<file path="src/hdl/message_slot_mailbox_defines.svh">
// assertion macros for the message slot mailbox
// used by msm_ctrl and msm_datapath; no other dependencies
`ifndef MESSAGE_SLOT_MAILBOX_DEFINES_SVH
`define MESSAGE_SLOT_MAILBOX_DEFINES_SVH

// condition implies consequence in the same cycle
`define MSM_ASSERT_SAME(label, clk, rst, ante, cons, msg) \
   label: assert property (@(posedge clk) disable iff (rst) (ante) |-> (cons)) \
      else $error(msg);

// condition implies consequence in the next cycle
`define MSM_ASSERT_NEXT(label, clk, rst, ante, cons, msg) \
   label: assert property (@(posedge clk) disable iff (rst) (ante) |=> (cons)) \
      else $error(msg);

`endif

</file>
<file path="src/hdl/msm_pkg.sv">
// shared types, codes and helpers for the message slot mailbox
// no dependencies
`default_nettype none

package msm_pkg;

   localparam int unsigned SLOTS_DEFAULT     = 16;
   localparam int unsigned MSG_BYTES_DEFAULT = 8;
   localparam int unsigned ID_W              = 16;
   localparam int unsigned MSG_W             = 64;
   localparam int unsigned STATUS_W          = 2;

   typedef enum logic {
      OP_SEND    = 1'b0,
      OP_RECEIVE = 1'b1
   } op_type;

   typedef enum logic [STATUS_W-1:0] {
      STATUS_OK    = 2'd0,
      STATUS_FULL  = 2'd1,
      STATUS_EMPTY = 2'd2
   } status_type;

   // commands from controller to datapath
   typedef struct packed {
      logic capture;
      logic commit;
      logic load;
   } ctrl_cmd_type;

   // keep bytes up to the first zero byte within nbytes, clear the rest
   function automatic logic [MSG_W-1:0] trim_message(input logic [MSG_W-1:0] msg,
                                                     input int unsigned nbytes);
      logic [MSG_W-1:0] kept;
      logic             alive;
      logic [7:0]       b;
      kept  = '0;
      alive = 1'b1;
      for (int unsigned i = 0; i < MSG_W / 8; i++) begin
         b = msg[8*i +: 8];
         if (i >= nbytes || b == 8'd0) begin
            alive = 1'b0;
         end
         if (alive) begin
            kept[8*i +: 8] = b;
         end
      end
      return kept;
   endfunction

endpackage

`default_nettype wire

</file>
<file path="src/hdl/msm_ctrl.sv">
// controller state machine for the message slot mailbox
// depends on msm_pkg and message_slot_mailbox_defines.svh
`default_nettype none

`include "message_slot_mailbox_defines.svh"

module msm_ctrl (
   input  wire logic                  clock,
   input  wire logic                  reset,
   input  wire logic                  req_valid,
   output logic                       req_ready,
   output logic                       rsp_valid,
   input  wire logic                  rsp_ready,
   output msm_pkg::ctrl_cmd_type      cmd
);
   import msm_pkg::*;

   typedef enum logic [1:0] {
      ST_IDLE,
      ST_SEARCH,
      ST_FINISH
   } state_type;

   state_type state_ff;
   state_type state_in;
   logic      rsp_valid_ff;
   logic      rsp_valid_in;
   logic      out_free;
   logic      accept;

   // output register can take a new result
   assign out_free  = !rsp_valid_ff || rsp_ready;
   assign req_ready = (state_ff == ST_IDLE) || ((state_ff == ST_FINISH) && out_free);
   assign accept    = req_valid && req_ready;
   assign rsp_valid = rsp_valid_ff;

   // datapath commands
   always_comb begin
      cmd.capture = accept;
      cmd.commit  = (state_ff == ST_SEARCH);
      cmd.load    = (state_ff == ST_FINISH) && out_free;
   end

   // next state and response valid
   always_comb begin
      state_in     = state_ff;
      rsp_valid_in = rsp_valid_ff;
      if (rsp_ready) begin
         rsp_valid_in = 1'b0;
      end
      unique case (state_ff)
         ST_IDLE: begin
            if (accept) begin
               state_in = ST_SEARCH;
            end
         end
         ST_SEARCH: begin
            state_in = ST_FINISH;
         end
         ST_FINISH: begin
            if (out_free) begin
               rsp_valid_in = 1'b1;
               state_in     = accept ? ST_SEARCH : ST_IDLE;
            end
         end
         default: begin
            state_in = ST_IDLE;
         end
      endcase
   end

   // state and registered outputs
   always_ff @(posedge clock) begin
      if (reset) begin
         state_ff     <= ST_IDLE;
         rsp_valid_ff <= 1'b0;
      end else begin
         state_ff     <= state_in;
         rsp_valid_ff <= rsp_valid_in;
      end
   end

   `MSM_ASSERT_NEXT(a_accept_to_search, clock, reset, accept, state_ff == ST_SEARCH,
      "accepted request did not start a search")
   `MSM_ASSERT_NEXT(a_search_to_finish, clock, reset, state_ff == ST_SEARCH,
      state_ff == ST_FINISH && !req_ready || state_ff == ST_FINISH && out_free,
      "search did not move to finish")
   `MSM_ASSERT_NEXT(a_load_sets_valid, clock, reset, cmd.load, rsp_valid_ff,
      "result load did not raise response valid")

endmodule

`default_nettype wire

</file>
<file path="src/hdl/msm_datapath.sv">
// slot table, payload memory and result registers for the message slot mailbox
// depends on msm_pkg and message_slot_mailbox_defines.svh
`default_nettype none

`include "message_slot_mailbox_defines.svh"

module msm_datapath #(
   parameter int unsigned SLOTS     = msm_pkg::SLOTS_DEFAULT,
   parameter int unsigned MSG_BYTES = msm_pkg::MSG_BYTES_DEFAULT
) (
   input  wire logic                         clock,
   input  wire logic                         reset,
   input  wire msm_pkg::ctrl_cmd_type        cmd,
   input  wire logic                         req_operation,
   input  wire logic [msm_pkg::ID_W-1:0]     req_sender_id,
   input  wire logic [msm_pkg::ID_W-1:0]     req_receiver_id,
   input  wire logic [msm_pkg::MSG_W-1:0]    req_message,
   output logic [msm_pkg::STATUS_W-1:0]      rsp_status,
   output logic [msm_pkg::MSG_W-1:0]         rsp_message_res
);
   import msm_pkg::*;

   localparam int unsigned IDX_W     = (SLOTS > 1) ? $clog2(SLOTS) : 1;
   localparam int unsigned PAYLOAD_W = 8 * MSG_BYTES;
   localparam int unsigned ENTRY_W   = ID_W + PAYLOAD_W;

   // captured request
   op_type                op_ff;
   logic [ID_W-1:0]       snd_ff;
   logic [ID_W-1:0]       rcv_ff;
   logic [PAYLOAD_W-1:0]  msg_ff;
   logic [MSG_W-1:0]      trimmed;

   // slot table
   logic [SLOTS-1:0]      valid_ff;
   logic [ID_W-1:0]       rcv_id_ff [SLOTS];
   logic [ENTRY_W-1:0]    mem [SLOTS];
   logic [ENTRY_W-1:0]    rd_data_ff;

   // search results
   logic [SLOTS-1:0]      free_vec;
   logic [SLOTS-1:0]      match_vec;
   logic [IDX_W-1:0]      free_idx;
   logic [IDX_W-1:0]      match_idx;
   logic                  free_any;
   logic                  match_any;
   logic                  do_write;
   logic                  do_take;

   // pending result
   status_type            status_ff;
   logic                  hit_ff;

   // output register
   logic [STATUS_W-1:0]   rsp_status_ff;
   logic [MSG_W-1:0]      rsp_msg_ff;
   logic [MSG_W-1:0]      rsp_msg_in;

   assign trimmed = trim_message(req_message, MSG_BYTES);

   // capture request fields
   always_ff @(posedge clock) begin
      if (cmd.capture) begin
         op_ff  <= op_type'(req_operation);
         snd_ff <= req_sender_id;
         rcv_ff <= req_receiver_id;
         msg_ff <= trimmed[PAYLOAD_W-1:0];
      end
   end

   // free and match vectors with lowest-index priority encoders
   always_comb begin
      free_idx  = '0;
      match_idx = '0;
      for (int i = 0; i < SLOTS; i++) begin
         free_vec[i]  = !valid_ff[i];
         match_vec[i] = valid_ff[i] && (rcv_id_ff[i] == rcv_ff);
      end
      for (int i = SLOTS - 1; i >= 0; i--) begin
         if (free_vec[i]) begin
            free_idx = IDX_W'(i);
         end
         if (match_vec[i]) begin
            match_idx = IDX_W'(i);
         end
      end
      free_any  = |free_vec;
      match_any = |match_vec;
   end

   assign do_write = cmd.commit && (op_ff == OP_SEND) && free_any;
   assign do_take  = cmd.commit && (op_ff == OP_RECEIVE) && match_any;

   // valid bits
   always_ff @(posedge clock) begin
      if (reset) begin
         valid_ff <= '0;
      end else if (do_write) begin
         valid_ff[free_idx] <= 1'b1;
      end else if (do_take) begin
         valid_ff[match_idx] <= 1'b0;
      end
   end

   // receiver ids, compared in parallel
   always_ff @(posedge clock) begin
      if (do_write) begin
         rcv_id_ff[free_idx] <= rcv_ff;
      end
   end

   // sender and payload memory, one port
   always_ff @(posedge clock) begin
      if (do_write) begin
         mem[free_idx] <= {snd_ff, msg_ff};
      end else if (do_take) begin
         rd_data_ff <= mem[match_idx];
      end
   end

   // pending status
   always_ff @(posedge clock) begin
      if (cmd.commit) begin
         if (op_ff == OP_SEND) begin
            status_ff <= free_any ? STATUS_OK : STATUS_FULL;
            hit_ff    <= 1'b0;
         end else begin
            status_ff <= match_any ? STATUS_OK : STATUS_EMPTY;
            hit_ff    <= match_any;
         end
      end
   end

   // received payload widened to the port
   always_comb begin
      rsp_msg_in = '0;
      if (hit_ff) begin
         rsp_msg_in[PAYLOAD_W-1:0] = rd_data_ff[PAYLOAD_W-1:0];
      end
   end

   // output register
   always_ff @(posedge clock) begin
      if (cmd.load) begin
         rsp_status_ff <= status_ff;
         rsp_msg_ff    <= rsp_msg_in;
      end
   end

   assign rsp_status      = rsp_status_ff;
   assign rsp_message_res = rsp_msg_ff;

   `MSM_ASSERT_NEXT(a_send_sets_valid, clock, reset, do_write,
      valid_ff[$past(free_idx)], "send did not occupy the chosen slot")
   `MSM_ASSERT_NEXT(a_take_clears_valid, clock, reset, do_take,
      !valid_ff[$past(match_idx)], "receive did not free the matched slot")
   `MSM_ASSERT_SAME(a_write_take_excl, clock, reset, do_write || do_take,
      cmd.commit && !(do_write && do_take), "table update outside commit")

endmodule

`default_nettype wire

</file>
<file path="src/hdl/message_slot_mailbox.sv">
// Message slot mailbox: a table of SLOTS message slots. A send request stores
// the message (bytes up to the first zero byte, rest cleared), sender id and
// receiver id in the lowest free slot, or returns status full. A receive request
// takes the lowest occupied slot addressed to the given receiver id, returns its
// message and frees the slot, or returns status empty. Every request gives exactly
// one response. A request is accepted, then goes through the table search and
// update, then has its result moved to the output register; that last step
// overlaps acceptance of the next request, so with the response taken promptly
// the block takes a new request before it is through with the last one.
// The search is a parallel compare against the stored receiver ids followed by
// a priority encoder, and the payload sits in a single-port memory whose
// registered read sets the search-to-result step. Slot valid bits clear at reset.
// depends on msm_pkg, msm_ctrl, msm_datapath
`default_nettype none

module message_slot_mailbox #(
   parameter int unsigned SLOTS     = msm_pkg::SLOTS_DEFAULT,
   parameter int unsigned MSG_BYTES = msm_pkg::MSG_BYTES_DEFAULT
) (
   input  wire logic                       clock,
   input  wire logic                       reset,
   input  wire logic                       req_valid,
   output logic                            req_ready,
   input  wire logic                       req_operation,
   input  wire logic [msm_pkg::ID_W-1:0]   req_sender_id,
   input  wire logic [msm_pkg::ID_W-1:0]   req_receiver_id,
   input  wire logic [msm_pkg::MSG_W-1:0]  req_message,
   output logic                            rsp_valid,
   input  wire logic                       rsp_ready,
   output logic [msm_pkg::STATUS_W-1:0]    rsp_status,
   output logic [msm_pkg::MSG_W-1:0]       rsp_message_res
);
   import msm_pkg::*;

   ctrl_cmd_type cmd;

   // request sequencing
   msm_ctrl u_ctrl (
      .clock     (clock),
      .reset     (reset),
      .req_valid (req_valid),
      .req_ready (req_ready),
      .rsp_valid (rsp_valid),
      .rsp_ready (rsp_ready),
      .cmd       (cmd)
   );

   // slot table and result path
   msm_datapath #(
      .SLOTS     (SLOTS),
      .MSG_BYTES (MSG_BYTES)
   ) u_datapath (
      .clock           (clock),
      .reset           (reset),
      .cmd             (cmd),
      .req_operation   (req_operation),
      .req_sender_id   (req_sender_id),
      .req_receiver_id (req_receiver_id),
      .req_message     (req_message),
      .rsp_status      (rsp_status),
      .rsp_message_res (rsp_message_res)
   );

endmodule

`default_nettype wire

</file>
<file path="config.mk">
export PLATFORM = sky130hd
export DESIGN_NAME = message_slot_mailbox
export DESIGN_NICKNAME = d
export VERILOG_FILES = /design/src/hdl/msm_pkg.sv /design/src/hdl/msm_ctrl.sv /design/src/hdl/msm_datapath.sv /design/src/hdl/message_slot_mailbox.sv
export VERILOG_INCLUDE_DIRS = /design/src /design/src/hdl
export SDC_FILE = /design/constraint.sdc
export NUM_CORES = 2
export LEC_CHECK = 0
export ABC_AREA = 1
export BUFFER_PORTS_ARGS = -buffer_cell sky130_fd_sc_hd__buf_2
export CAP_MARGIN = 20
export CORE_ASPECT_RATIO = 0.9
export CORE_MARGIN = 3
export CORE_UTILIZATION = 30
export DETAILED_ROUTE_END_ITERATION = 10
export PLACE_DENSITY_LB_ADDON = 0.12
export SLEW_MARGIN = 5
export SYNTH_ARGS = -nofsm -noshare
export SYNTH_HDL_FRONTEND = slang
export SYNTH_HIERARCHICAL = 1
export SYNTH_SLANG_ARGS = --single-unit
</file>
<file path="constraint.sdc">
create_clock -name clock -period 16.7 [get_ports clock]
set_input_delay 3.34 -clock clock [delete_from_list [all_inputs] [get_ports clock]]
set_output_delay 3.34 -clock clock [all_outputs]
set_load 0.01 [all_outputs]
</file>
==> impl_summary.txt <==
----------------------------------------------------
[Placed design]
  Count of placed standard cells including taps ... 8426
  Port-buffer cells ... 152
  Worst setup timing slack at the placement stage ... 9.237 ns
  Post-DP HPWL ... 104.8 mm
  Routability cong. ... 0.7997

[Clock tree]
  Clk buf depth ... 3
  CTS tree ... yes
  Number of buffers added for setup after CTS ... 0
  CTS root buffer ... clkbuf_16
  Number of hold buffers added after CTS ... 0
  H-Tree Depth ... 4
  TritonCTS Sinks ... 1513
  CTS clk-pin slew, worst paths ... 0.06 ns
  Post-CTS resize count ... 0
  Clock Latency Late Sink ... 0.80 ns
  Cts bufs inserted ... 174

[Critical path]
  Worst Setup EP ... req_ready
  Arrival time at the worst endpoint ... 3.92 ns
  Launch point of the worst reg-to-reg path ... u_datapath/rcv_ff[0]
  Data required time at the worst endpoint ... 13.36 ns
  Crit path kind ... input pin to primary output
  Slack of the worst reg-to-reg path ... 9.50 ns
  R2R depth ... 28
  Startpoint type of the worst setup path ... input pin
  Crit. Startpoint ... rsp_ready
  Reg2reg end ... u_datapath/rd_data_ff[43]
  Worst Setup End Kind ... primary output
  Critical Path Fanout Max ... 2

[Synthesis]
  Netlist cell types ... 54
  Area of the mapped netlist ... 64640 um2
  Avg Inst Size Synth ... 11.35 um2
  Count of flip-flops with a built-in enable after synthesis ... 1494
  Share of flip-flops with an asynchronous set or reset ... 0
  Total of flip-flops plus latches after synthesis ... 1513
  Warnings from Yosys ... 6
  Synthesized instance count ... 5697
  Syn Nets ... 5798
  Leading register cell type out of synthesis ... edfxtp_1
  Register area share after synthesis ... 0.6999

[Drt]
  Number of routed nets with antenna violations ... 0
  Number of design-rule violations left by the first detailed-router iteration ... 3469
  Final wirelength ... 202.1 mm
  Drc violations ... 0
  WL/cell ... 23.12 um
  Via/cell ratio ... 4.962
  Number of optimization iterations in the first detailed-route pass ... 5
  Total number of vias ... 43380

[Timing]
  Tightest slew margin relative to the limit ... 0.2211
  Setup TNS Final ... 0 ns
  Final critical delay including setup and external delays ... 7.263 ns
  Portion of the clock cycle consumed by the worst path in the final layout ... 0.4349
  Highest attainable clock frequency ... 0.1377 GHz
  Number of slew-limit violations in the final report ... 0
  Finish-stage setup viols ... 0
  RSZ-0062 raised after global routing ... no
  Worst setup margin ... 9.437 ns
  Setup clock skew after layout ... 0.03214 ns
  Number of endpoints with negative hold slack in the final report ... 0
  Min Hold Slack ... 0.4207 ns
  Worst Max-Slew Pin Slew ... 1.168 ns

[Die]
  Core Region ... 214100 um2
  Die Outline Area ... 221100 um2
  Effective utilization at floorplan ... 0.3019
  Row cnt ... 161
  Number of placed I/O pins ... 169
  Chip height ... 446.4 um
  Die width ... 495.3 um

[GRT]
  Global-route wire length before repair ... 294.6 mm
  Vias in the first global route ... 42380
  Initial antenna violation count ... 10
  Total routing resource utilization after global routing ... 0.1804
  Global route overflow ... 0
  Maximum number of pins on one net before global-route repair ... 171

[Power]
  Leakage ... 27.12 nW
  Power per Cell Area ... 108.9 nW/um2
  Post-layout total power ... 7.996 mW
  Worst vdd rail ir drop ... 0.06416 mV

[Final layout]
  Area of the multi-input gates ... 16570 um2
  Post-Layout Cell Count ... 8743
  Filler cells ... 21230
  Combined flip-flop and latch cell area ... 45240 um2
  Area Overhead vs Synth ... 13.62%
  Final #Nets ... 5852
  Proportion of layout cells with a drive suffix above 1 ... 0.09475

[Run]
  Max capacitance violation total ... 0

[Run status]
  Result of the run ... complete, no violations

[Hold path]
  Path category of the worst min-delay check ... flop to flop

----------------------------------------------------
==> registers in the layout, indices dropped and copies added, names as in the netlist, 16 cells and up <==
register                    flops
u_datapath/msg_ff              64
u_datapath/rcv_ff              16
u_datapath/mem               1024
u_datapath/rsp_message_res     64
u_datapath/rcv_id_ff          256
u_datapath/valid_ff            16
u_datapath/rd_data_ff          64
==> kinds of logic (layout without fill, tap and decap cells) <==
logic type      Yosys count  after routing  share of synthesized area
flops                  1513           1513                     0.6999
simple gates           3259           3259                     0.2292
other cells               0              2                          0
buf+inv                 708            900                    0.04671
xor+xnor                 74             74                    0.01003
compound gates          143            143                    0.01415
==> per-stage QoR <==
stage	utilization	area [um2]
after global routing	0.3430	73440
after global placement	0.3183	68150
after detailed placement	0.3185	68210
after CTS	0.3428	73410
after floorplan	-	64640
final	0.3430	73440
==> power breakdown <==
group / switching, mW / internal (mW) / total (mW)
clock network: 1.55 / 2.01 / 3.56
logic: 0.138 / 0.0475 / 0.185
registers: 0.0455 / 4.20 / 4.25
==> cells in the final DEF, fill, tap and decap left out, types with 4 or more instances in the layout <==
cell type / netlist / layout
inv_6: 0 / 7
nand3_1: 568 / 568
nor4_1: 49 / 49
bufinv_16: 0 / 4
nand2_1: 1020 / 1017
buf_4: 9 / 97
clkbuf_16: 0 / 177
o21ai_0: 47 / 47
o22ai_1: 16 / 16
xnor2_1: 22 / 22
or2_2: 45 / 45
buf_2: 250 / 152
nor2_4: 0 / 17
nor3b_1: 8 / 8
a21oi_1: 22 / 22
dfxtp_1: 19 / 19
clkbuf_1: 94 / 59
nor3_1: 56 / 56
o2111ai_1: 11 / 11
clkinv_1: 4 / 49
xor2_1: 52 / 52
o21ai_1: 9 / 9
inv_2: 17 / 16
inv_1: 312 / 310
clkinv_2: 0 / 14
nand4_1: 578 / 578
a2111oi_0: 6 / 6
nor2_1: 910 / 893
o221ai_1: 9 / 9
nand3b_1: 6 / 6
edfxtp_1: 1494 / 1494
==> metal layers <==
metal / wire length, um / part of all wire / GRT usage
met1: 93260 / 0.46 / 0.2501
met4: 5031 / 0.025 / 0.04975
met3: 8414 / 0.042 / 0.02701
met2: 95430 / 0.47 / 0.2937
met5: 0 / 0 / 0
==> worst max-delay path, stage by stage <==
cell,delay [ns]
buf_2,0.09
inv_1,0.07
nand2_1,0.09
inv_1,0.12
a21oi_1,0.08
buf_2,0.14
==> synthesized netlist by cell type (all sizes together) (19+ instances only) <==
library cell / number / area, um2
a21oi: 25 / 143.9
buf: 281 / 1416
clkbuf: 94 / 352.8
dfxtp: 19 / 380.4
edfxtp: 1494 / 44860
inv: 329 / 1235
nand2: 1022 / 3841
nand3: 569 / 2853
nand4: 578 / 3616
nor2: 910 / 3416
nor3: 56 / 280.3
nor4: 49 / 306.5
o21ai: 56 / 280.3
or2: 47 / 294.0
xnor2: 22 / 192.7
xor2: 52 / 455.4
==> layout make-up <==
type	instances	area share
clock buffers	236	0.06333
inverters	333	0.01722
multi-input cells	3476	0.2256
diodes	2	0.00006815
well taps	2852	0.04859
clock inverters	78	0.007513
repair buffers	253	0.02167
flip-flops and latches	1513	0.6160
==> worst min path at each step <==
stage | startpoint | slack (ns) | endpoint | cells past startpoint
2_1_floorplan | u_datapath/status_ff[0] | 0.40 | u_datapath/rsp_status[0] | 0
3_3_place_gp | u_datapath/status_ff[0] | 0.41 | u_datapath/rsp_status[0] | 0
3_5_place_dp | u_datapath/status_ff[1] | 0.41 | u_datapath/rsp_status[1] | 0
4_1_cts | u_datapath/status_ff[1] | 0.43 | u_datapath/rsp_status[1] | 0
5_1_grt | u_datapath/status_ff[1] | 0.43 | u_datapath/rsp_status[1] | 0
6_report | u_datapath/status_ff[1] | 0.42 | u_datapath/rsp_status[1] | 0
(Power assumes the default switching activity.)
